$ cat config.mk
export PLATFORM = sky130hd
export DESIGN_NAME = tftp_server_session_control_core
export DESIGN_NICKNAME = d
export VERILOG_FILES = /design/src/rtl/core/tftpsc_pkg.sv /design/src/rtl/core/tftp_server_session_control_core.sv /design/src/rtl/core/tftpsc_front.sv /design/src/rtl/core/tftpsc_back.sv
export SDC_FILE = /design/constraint.sdc
export NUM_CORES = 1
export LEC_CHECK = 0
export BUFFER_PORTS_ARGS = -buffer_cell sky130_fd_sc_hd__buf_4
export CAP_MARGIN = 20
export CORE_ASPECT_RATIO = 1.1
export CORE_UTILIZATION = 40
export CTS_CLUSTER_DIAMETER = 200
export DETAILED_ROUTE_END_ITERATION = 10
export GPL_TIMING_DRIVEN = 1
export PLACE_DENSITY = 0.61
export SLEW_MARGIN = 30
export SYNTH_ARGS = -nofsm -noshare
export SYNTH_HDL_FRONTEND = slang
export SYNTH_SLANG_ARGS = --single-unit
$ cat constraint.sdc
create_clock -name clk -period 17.6 [get_ports clk]
set_input_delay 0.88 -clock clk [delete_from_list [all_inputs] [get_ports clk]]
set_output_delay 0.88 -clock clk [all_outputs]
set_load 0.02 [all_outputs]
$ cat src/rtl/core/tftpsc_pkg.sv
// Package: shared types and constants for the TFTP session controller.
`default_nettype none
package tftpsc_pkg;
    localparam int unsigned MaxPayload = 512;
    localparam logic [9:0] HdrLen = 10'd4;
    localparam logic [9:0] ErrLen = 10'd5;
    localparam logic [9:0] FullLen = 10'(MaxPayload + 4);

    localparam logic [2:0] KIND_NONE = 3'd0;
    localparam logic [2:0] KIND_ACK = 3'd1;
    localparam logic [2:0] KIND_DATA = 3'd2;
    localparam logic [2:0] KIND_ERROR = 3'd3;
    localparam logic [2:0] KIND_RESEND = 3'd4;

    localparam logic [2:0] FS_NONE = 3'd0;
    localparam logic [2:0] FS_OPEN_READ = 3'd1;
    localparam logic [2:0] FS_OPEN_WRITE = 3'd2;
    localparam logic [2:0] FS_READ = 3'd3;
    localparam logic [2:0] FS_WRITE = 3'd4;

    localparam logic [2:0] ERR_NONE = 3'd0;
    localparam logic [2:0] ERR_NOT_FOUND = 3'd1;
    localparam logic [2:0] ERR_ACCESS = 3'd2;
    localparam logic [2:0] ERR_ILLEGAL = 3'd4;
    localparam logic [2:0] ERR_UNKNOWN_TID = 3'd5;

    localparam logic [15:0] OP_RRQ = 16'd1;
    localparam logic [15:0] OP_WRQ = 16'd2;
    localparam logic [15:0] OP_DATA = 16'd3;
    localparam logic [15:0] OP_ACK = 16'd4;

    localparam logic CFG_TIMEOUT = 1'b0;
    localparam logic CFG_RETRY = 1'b1;

    typedef enum logic [2:0] {
        CLS_TICK, CLS_RRQ, CLS_WRQ, CLS_DATA, CLS_ACK, CLS_ILLEGAL
    } cls_t;

    typedef struct packed {
        cls_t        cls;
        logic [15:0] block_in;
        logic [31:0] remote_addr;
        logic [15:0] remote_port;
        logic        short_pkt;
        logic        open_ok;
        logic        read_err;
        logic [9:0]  data_len;
        logic        write_ok;
    } item_t;

    typedef struct packed {
        logic [2:0]  send_kind;
        logic [31:0] dest_addr;
        logic [15:0] dest_port;
        logic [15:0] block_out;
        logic [2:0]  error_code;
        logic [9:0]  send_len;
        logic [2:0]  fs_request;
        logic        close_file;
    } cmd_t;
endpackage
`default_nettype wire

$ cat src/rtl/core/tftp_server_session_control_core.sv
// Top level: TFTP server session controller with config registers.
// One transaction per cycle unless out_ready stalls: a classifying
// front end feeds a two-entry queue, and the session update loads the
// command register after the queue slot that held the item. Config
// registers reset to timeout 5000 ms and retry limit 5.
`default_nettype none
module tftp_server_session_control_core (
    input  wire logic               clk,
    input  wire logic               rst_n,
    input  wire logic               cfg_valid,
    output logic                    cfg_ready,
    input  wire logic               cfg_index,
    input  wire logic [15:0]        cfg_data,
    input  wire logic               in_valid,
    output logic                    in_ready,
    input  wire logic               action,
    input  wire logic [15:0]        opcode,
    input  wire logic [15:0]        block_in,
    input  wire logic [31:0]        remote_addr,
    input  wire logic [15:0]        remote_port,
    input  wire logic [9:0]         packet_len,
    input  wire logic               open_ok,
    input  wire logic signed [10:0] read_len,
    input  wire logic               write_ok,
    output logic                    out_valid,
    input  wire logic               out_ready,
    output logic [2:0]              send_kind,
    output logic [31:0]             dest_addr,
    output logic [15:0]             dest_port,
    output logic [15:0]             block_out,
    output logic [2:0]              error_code,
    output logic [9:0]              send_len,
    output logic [2:0]              fs_request,
    output logic                    close_file
);
    import tftpsc_pkg::*;

    logic [15:0] timeout_reg;
    logic [7:0]  retry_lim_reg;
    logic        q_valid, q_ready, active;
    item_t       q_item;
    cmd_t        cmd;

    assign cfg_ready = 1'b1;

    // Write config registers
    always_ff @(posedge clk or negedge rst_n)
    begin
        if (!rst_n)
        begin
            timeout_reg   <= 16'd5000;
            retry_lim_reg <= 8'd5;
        end
        else if (cfg_valid)
        begin
            if (cfg_index == CFG_TIMEOUT)
                timeout_reg <= cfg_data;
            else
                retry_lim_reg <= cfg_data[7:0];
        end
    end

    tftpsc_front u_front (
        .clk, .rst_n, .in_valid, .in_ready, .action, .opcode, .block_in,
        .remote_addr, .remote_port, .packet_len, .open_ok, .read_len,
        .write_ok, .q_valid, .q_ready, .q_item
    );

    tftpsc_back u_back (
        .clk, .rst_n, .q_valid, .q_ready, .q_item,
        .timeout_ms(timeout_reg), .retry_limit(retry_lim_reg),
        .out_valid, .out_ready, .cmd, .active
    );

    assign send_kind  = cmd.send_kind;
    assign dest_addr  = cmd.dest_addr;
    assign dest_port  = cmd.dest_port;
    assign block_out  = cmd.block_out;
    assign error_code = cmd.error_code;
    assign send_len   = cmd.send_len;
    assign fs_request = cmd.fs_request;
    assign close_file = cmd.close_file;

`ifndef ASSERT_OFF
    a_close_ends: assert property (@(posedge clk) disable iff (!rst_n)
        (q_valid && q_ready && u_back.cmd_next.close_file) |=> !active)
        else $error("close without session drop");
    a_resend_peer: assert property (@(posedge clk) disable iff (!rst_n)
        (out_valid && send_kind == KIND_RESEND) |-> block_out == 16'd0)
        else $error("resend with block number");
    a_hold_out: assert property (@(posedge clk) disable iff (!rst_n)
        (out_valid && !out_ready) |=> out_valid)
        else $error("result dropped");
`endif
endmodule
`default_nettype wire

$ cat src/rtl/core/tftpsc_front.sv
// Front end: accepts input transactions, classifies them and queues them.
`default_nettype none
module tftpsc_front (
    input  wire logic                clk,
    input  wire logic                rst_n,
    input  wire logic                in_valid,
    output logic                     in_ready,
    input  wire logic                action,
    input  wire logic [15:0]         opcode,
    input  wire logic [15:0]         block_in,
    input  wire logic [31:0]         remote_addr,
    input  wire logic [15:0]         remote_port,
    input  wire logic [9:0]          packet_len,
    input  wire logic                open_ok,
    input  wire logic signed [10:0]  read_len,
    input  wire logic                write_ok,
    output logic                     q_valid,
    input  wire logic                q_ready,
    output tftpsc_pkg::item_t        q_item
);
    import tftpsc_pkg::*;

    item_t       slot_reg [2];
    logic [1:0]  count_reg, count_next;
    logic        wr_ptr_reg, rd_ptr_reg;
    item_t       cls_item;
    logic        push, pop;

    // Classify the incoming transaction
    always_comb
    begin
        cls_item.block_in    = block_in;
        cls_item.remote_addr = remote_addr;
        cls_item.remote_port = remote_port;
        cls_item.short_pkt   = packet_len < FullLen;
        cls_item.open_ok     = open_ok;
        cls_item.read_err    = read_len[10];
        cls_item.data_len    = (read_len > 11'sd512) ? 10'(MaxPayload) + HdrLen
                                                    : read_len[9:0] + HdrLen;
        cls_item.write_ok    = write_ok;
        if (action)
            cls_item.cls = CLS_TICK;
        else if (opcode == OP_RRQ)
            cls_item.cls = CLS_RRQ;
        else if (opcode == OP_WRQ)
            cls_item.cls = CLS_WRQ;
        else if (opcode == OP_DATA)
            cls_item.cls = CLS_DATA;
        else if (opcode == OP_ACK)
            cls_item.cls = CLS_ACK;
        else
            cls_item.cls = CLS_ILLEGAL;
    end

    assign in_ready = count_reg != 2'd2;
    assign q_valid  = count_reg != 2'd0;
    assign q_item   = slot_reg[rd_ptr_reg];
    assign push     = in_valid && in_ready;
    assign pop      = q_valid && q_ready;

    always_comb
    begin
        count_next = count_reg + 2'(push) - 2'(pop);
    end

    // Advance queue pointers
    always_ff @(posedge clk or negedge rst_n)
    begin
        if (!rst_n)
        begin
            count_reg  <= 2'd0;
            wr_ptr_reg <= 1'b0;
            rd_ptr_reg <= 1'b0;
        end
        else
        begin
            count_reg <= count_next;
            if (push)
                wr_ptr_reg <= ~wr_ptr_reg;
            if (pop)
                rd_ptr_reg <= ~rd_ptr_reg;
        end
    end

    // Hold queued payload
    always_ff @(posedge clk)
    begin
        if (push)
            slot_reg[wr_ptr_reg] <= cls_item;
    end
endmodule
`default_nettype wire

$ cat src/rtl/core/tftpsc_back.sv
// Back end: session state update and command register.
`default_nettype none
module tftpsc_back (
    input  wire logic               clk,
    input  wire logic               rst_n,
    input  wire logic               q_valid,
    output logic                    q_ready,
    input  wire tftpsc_pkg::item_t  q_item,
    input  wire logic [15:0]        timeout_ms,
    input  wire logic [7:0]         retry_limit,
    output logic                    out_valid,
    input  wire logic               out_ready,
    output tftpsc_pkg::cmd_t        cmd,
    output logic                    active
);
    import tftpsc_pkg::*;

    logic        active_reg, active_next;
    logic        wmode_reg, wmode_next;
    logic [15:0] blk_reg, blk_next;
    logic [9:0]  last_reg, last_next;
    logic [7:0]  retry_reg, retry_next;
    logic [15:0] idle_reg, idle_next;
    logic [31:0] paddr_reg, paddr_next;
    logic [15:0] pport_reg, pport_next;
    logic        ovalid_reg;
    cmd_t        cmd_reg, cmd_next;
    logic        fire;

    assign q_ready   = !ovalid_reg || out_ready;
    assign fire      = q_valid && q_ready;
    assign out_valid = ovalid_reg;
    assign cmd       = cmd_reg;
    assign active    = active_reg;

    // Compute next session state and command
    always_comb
    begin
        active_next = active_reg;
        wmode_next  = wmode_reg;
        blk_next    = blk_reg;
        last_next   = last_reg;
        retry_next  = retry_reg;
        idle_next   = idle_reg;
        paddr_next  = paddr_reg;
        pport_next  = pport_reg;
        cmd_next    = '0;
        case (q_item.cls)
            CLS_TICK:
            begin
                if (active_reg)
                begin
                    if (idle_reg >= timeout_ms)
                    begin
                        idle_next = 16'd0;
                        if (retry_reg != 8'hFF)
                            retry_next = retry_reg + 8'd1;
                        cmd_next.send_kind = KIND_RESEND;
                        cmd_next.dest_addr = paddr_reg;
                        cmd_next.dest_port = pport_reg;
                        cmd_next.send_len  = last_reg;
                        if (retry_next > retry_limit)
                        begin
                            cmd_next.close_file = 1'b1;
                            active_next = 1'b0;
                        end
                    end
                    else if (idle_reg != 16'hFFFF)
                        idle_next = idle_reg + 16'd1;
                end
            end
            CLS_RRQ, CLS_WRQ:
            begin
                cmd_next.send_kind  = KIND_ERROR;
                cmd_next.dest_addr  = q_item.remote_addr;
                cmd_next.dest_port  = q_item.remote_port;
                cmd_next.send_len   = ErrLen;
                if (active_reg)
                    cmd_next.error_code = ERR_ACCESS;
                else
                begin
                    cmd_next.fs_request = (q_item.cls == CLS_RRQ) ? FS_OPEN_READ
                                                                  : FS_OPEN_WRITE;
                    blk_next = 16'd1;
                    if (!q_item.open_ok)
                        cmd_next.error_code = ERR_NOT_FOUND;
                    else
                    begin
                        active_next = 1'b1;
                        paddr_next  = q_item.remote_addr;
                        pport_next  = q_item.remote_port;
                        idle_next   = 16'd0;
                        retry_next  = 8'd0;
                        cmd_next.dest_addr = q_item.remote_addr;
                        cmd_next.dest_port = q_item.remote_port;
                        if (q_item.cls == CLS_WRQ)
                        begin
                            wmode_next = 1'b1;
                            last_next  = HdrLen;
                            cmd_next.send_kind = KIND_ACK;
                            cmd_next.send_len  = HdrLen;
                        end
                        else
                        begin
                            wmode_next = 1'b0;
                            last_next  = 10'd0;
                            if (q_item.read_err)
                            begin
                                cmd_next.error_code = ERR_ACCESS;
                                cmd_next.close_file = 1'b1;
                                active_next = 1'b0;
                            end
                            else
                            begin
                                last_next = q_item.data_len;
                                cmd_next.send_kind = KIND_DATA;
                                cmd_next.block_out = 16'd1;
                                cmd_next.send_len  = q_item.data_len;
                            end
                        end
                    end
                end
            end
            CLS_ACK:
            begin
                cmd_next.send_kind = KIND_ERROR;
                cmd_next.dest_addr = q_item.remote_addr;
                cmd_next.dest_port = q_item.remote_port;
                cmd_next.send_len  = ErrLen;
                if (!active_reg || wmode_reg)
                    cmd_next.error_code = ERR_ACCESS;
                else if (q_item.block_in != blk_reg)
                    cmd_next.error_code = ERR_UNKNOWN_TID;
                else if (last_reg == 10'd0 || last_reg == FullLen)
                begin
                    blk_next = blk_reg + 16'd1;
                    cmd_next.fs_request = FS_READ;
                    cmd_next.dest_addr  = paddr_reg;
                    cmd_next.dest_port  = pport_reg;
                    if (q_item.read_err)
                    begin
                        cmd_next.error_code = ERR_ACCESS;
                        cmd_next.close_file = 1'b1;
                        active_next = 1'b0;
                    end
                    else
                    begin
                        last_next = q_item.data_len;
                        idle_next = 16'd0;
                        cmd_next.send_kind = KIND_DATA;
                        cmd_next.block_out = blk_next;
                        cmd_next.send_len  = q_item.data_len;
                    end
                end
                else
                begin
                    cmd_next = '0;
                    cmd_next.close_file = 1'b1;
                    active_next = 1'b0;
                end
            end
            CLS_DATA:
            begin
                cmd_next.send_kind = KIND_ERROR;
                cmd_next.dest_addr = q_item.remote_addr;
                cmd_next.dest_port = q_item.remote_port;
                cmd_next.send_len  = ErrLen;
                if (!active_reg || !wmode_reg)
                    cmd_next.error_code = ERR_ACCESS;
                else
                begin
                    cmd_next.fs_request = FS_WRITE;
                    if (!q_item.write_ok)
                    begin
                        cmd_next.error_code = ERR_ACCESS;
                        cmd_next.close_file = 1'b1;
                        active_next = 1'b0;
                    end
                    else
                    begin
                        last_next = HdrLen;
                        idle_next = 16'd0;
                        cmd_next.send_kind = KIND_ACK;
                        cmd_next.dest_addr = paddr_reg;
                        cmd_next.dest_port = pport_reg;
                        cmd_next.block_out = q_item.block_in;
                        cmd_next.send_len  = HdrLen;
                        if (q_item.short_pkt)
                        begin
                            cmd_next.close_file = 1'b1;
                            active_next = 1'b0;
                        end
                    end
                end
            end
            default:
            begin
                cmd_next.send_kind  = KIND_ERROR;
                cmd_next.dest_addr  = q_item.remote_addr;
                cmd_next.dest_port  = q_item.remote_port;
                cmd_next.send_len   = ErrLen;
                cmd_next.error_code = ERR_ILLEGAL;
            end
        endcase
    end

    // Advance session state
    always_ff @(posedge clk or negedge rst_n)
    begin
        if (!rst_n)
        begin
            active_reg <= 1'b0;
            wmode_reg  <= 1'b0;
            blk_reg    <= 16'd0;
            last_reg   <= 10'd0;
            retry_reg  <= 8'd0;
            idle_reg   <= 16'd0;
            paddr_reg  <= 32'd0;
            pport_reg  <= 16'd0;
            ovalid_reg <= 1'b0;
        end
        else
        begin
            if (fire)
            begin
                active_reg <= active_next;
                wmode_reg  <= wmode_next;
                blk_reg    <= blk_next;
                last_reg   <= last_next;
                retry_reg  <= retry_next;
                idle_reg   <= idle_next;
                paddr_reg  <= paddr_next;
                pport_reg  <= pport_next;
            end
            if (q_ready)
                ovalid_reg <= fire;
        end
    end

    // Hold command payload
    always_ff @(posedge clk)
    begin
        if (fire)
            cmd_reg <= cmd_next;
    end
endmodule
`default_nettype wire
==> metrics.md <==
| Metric | Value |
|---|---|
| Ys Warns | 0 |
| Num rows | 77 |
| Unrepaired setup endpoints after global routing | false |
| Syn Std Cell Area | 0.0165 sq mm |
| Slew Limit Fails | 0 |
| Status | finished, final reports clean |
| Slowest Stage Delay on Critical Path | 0.71 ns |
| DRC viols | 0 |
| Largest net degree at the start of global routing | 75 |
| Port Buffers | 209 |
| Setup ws final | 13.77 ns |
| Reg2reg path depth | 9 |
| Vias per cell | 5.30 |
| Commonest non-fill, non-tap cell in the layout | edfxtp_1 |
| Die area | 0.0420 sq mm |
| Post-synthesis cell count | 1258 |
| IR drop worst, VDD | 0.0968 mV |
| PostCTS Resize Cnt | 0 |
| Pwr Density | 163 mW/mm^2 |
| Routed WL | 37.6 mm |
| Cell Chain, Critical Path | inv_1 > ha_1 > o21ai_0 > a2111oi_0 > o31a_1 > o21a_1 > a221o_2 > buf_4 > o2bb2ai_1 |
| Clock tree root driver cell | clkbuf_16 |
| Synth top area cells | edfxtp_1, dfrtp_1, mux2i_1, o21ai_0, nand2_1 |
| Seq cells post-synth | 375 |
| Crit Path Category | flop to flop |
| WP data arrival | 4.23 ns |
| Most frequent cells in the layout | edfxtp_1, buf_4, dfrtp_1 |
| Ports | 213 |
| First-pass GRT wire length | 59.8 mm |
| FF-to-FF End | u_back.cmd[59]$_DFFE_PP_ |
| Crit path capture type | flop |
| Detailed router's first-iteration violation count | 570 |
| Dpl hpwl | 24.3 mm |
| CTS tree | done |
| WP buf/inv | 2 |
| Initial Util | 40.8% |
| CP max stage cell | o31a_1 |
| Pre-CTS WS | 13.81 ns |
| Reg2reg setup slack | 13.77 ns |
| Core area | 0.0404 sq mm |
| Synth top area share | 44.8% |
| Initial antenna violation count | 0 |
| Setup bufs post-CTS | 0 |
| Ant. Diodes | 0 |
| Slew @ Worst Pin | 0.919 ns |
| Number of maximum-capacitance violations | 0 |
| Total congestion overflow | 0 |
| Post-synth EDFFs | 246 |
| Async set-reset flop share out of synthesis | 34.4% |
| Startpoint types | flop |
| Skew final | 0.0109 ns |
| Largest register FFs | 162 |
| Crit path from | timeout_reg[3]$_DFFE_PN1P_ |
| Post-CTS Hold Fix Bufs | 0 |
| Setup TNS | 0 ns |
| GR Util All Layers | 18.1% |
| First-pass DRT Iterations | 5 |
| Skew-Pair Late Insertion Delay | 0.57 ns |
| WL/cell | 18.7 um |
| Routed vias | 10642 |
| Layout cell share with drive strength beyond 1 | 22.8% |
| Fmax | 0.261 GHz |
| Final hold viol count | 0 |
| Die Y | 215 um |
| Hold Crit Class | input port to asynchronous set/reset pin |
| Family with the most delay on the worst path | compound AO/OA/AOI/OAI gates |
| Post-Syn Area per Cell | 13.1 sq um |
| Worst-path clk slew | 0.06 ns |
| Max clock buf depth | 3 |
| CP max FO | 48 |
| Fin crit period | 3.83 ns |
| Count of cell types in the netlist | 70 |
| TritonCTS Buffers | 42 |
| Layout area overhead | 21.4% |
| Worst hold margin | 0.364 ns |
| Syn nets | 1415 |
| H-tree depth | 2 |
| Final setup viols | 0 |
| Leakage power | 7.95 nW |
| Period Utilization, post-route | 21.8% |
| Most area-hungry cell type in the Yosys netlist | edfxtp_1 |
| Clock Sinks | 375 |
| Reg2Reg Launch Point | timeout_reg[3]$_DFFE_PN1P_ |
| Headroom to the max-slew limit | 38.7% |
| GPL Wtd Cong | 0.845 |
| Data required time of the critical path | 18.00 ns |
| Fin nets | 1618 |
| Vias in the first global route | 10898 |
| Routed Antenna Nets | 0 |
| Die width | 196 um |
| Post-synthesis sequential area ratio | 64.5% |
| Ys flop type | edfxtp_1 |
## metrics by stage
| stage | std cells | area [sq um] | utilization (%) | total power, mW |
|---|---|---|---|---|
| 2_1_floorplan | 1258 | 16500 | - | 2.02 |
| 3_3_place_gp | 1928 | 18500 | 45.8 | 2.35 |
| 3_5_place_dp | 1930 | 18600 | 46.0 | 2.37 |
| 4_1_cts | 2007 | 20000 | 49.6 | 3.31 |
| 5_1_grt | 2007 | 20000 | 49.6 | 3.44 |
| 6_report | 2007 | 20000 | 49.6 | 3.26 |
## how the worst max path moves through the flow
stage	end	slack (ns)	cells after the start
3_3_place_gp	u_back.cmd[57]$_DFFE_PP_	13.87	9
2_1_floorplan	u_back.idle_reg[12]$_DFFE_PN0P_	9.90	9
3_5_place_dp	u_back.cmd[36]$_DFFE_PP_	13.81	9
4_1_cts	u_back.cmd[64]$_DFFE_PP_	13.77	9
5_1_grt	u_back.cmd[41]$_DFFE_PP_	13.54	10
6_report	u_back.cmd[59]$_DFFE_PP_	13.77	9
## final cells by class
cell class                 instances  area (sq um)
sequential                       375         10600
inverter                          43           161
fill                            3478         20400
timing repair buffer             222          1700
multi-input combinational        777          5420
tap                              513           642
clock buffer                      57          1160
clock inverter                    20           293
## cell usage after synthesis, types with 9 or more instances
master	n
a21oi_1	17
and3_1	15
buf_2	11
buf_6	9
clkbuf_1	34
dfrtp_1	122
edfxtp_1	246
ha_1	31
inv_1	43
mux2_2	25
mux2i_1	76
nand2_1	118
nand2b_1	11
nand3_1	28
nor2_1	58
nor2b_1	10
nor3_1	16
o21ai_0	114
o22ai_1	14
o2bb2ai_1	48
o31ai_1	34
o41ai_1	9
xnor2_1	35
xor2_1	12
## metal layers
layer  part of all wire, %  global-route usage (%)  up-vias
li1                      -                       -     5123
met1                    43                    23.1     5179
met2                    47                    29.5      283
met3                   7.2                    5.68       57
met4                   2.1                    5.43        0
met5                     0                       0        -
## cells by family after synthesis
logic type,count (synthesis),synth area share [%]
AOI/OAI and AO/OA,290,12.0
xor gates and xnor gates,47,2.50
adders and majority gates,31,2.35
buffers and inverters,106,2.98
DFF,375,64.5
muxes,103,6.49
other,1,0.0228
and+or+nand+nor,305,9.17
## where the power goes
group	internal, mW	switching, mW	total [mW]
Combinational	0.361	0.589	0.950
Clock	0.555	0.362	0.917
Sequential	1.26	0.141	1.40
Total	2.17	1.09	3.26
## worst register-to-register path, stage by stage (launching register included)
cell	delay, ns
dfstp_2	0.51
inv_1	0.05
ha_1	0.27
o21ai_0	0.07
a2111oi_0	0.47
o31a_1	0.71
o21a_1	0.58
a221o_2	0.21
buf_4	0.52
o2bb2ai_1	0.29
(Power assumes the default switching activity.)
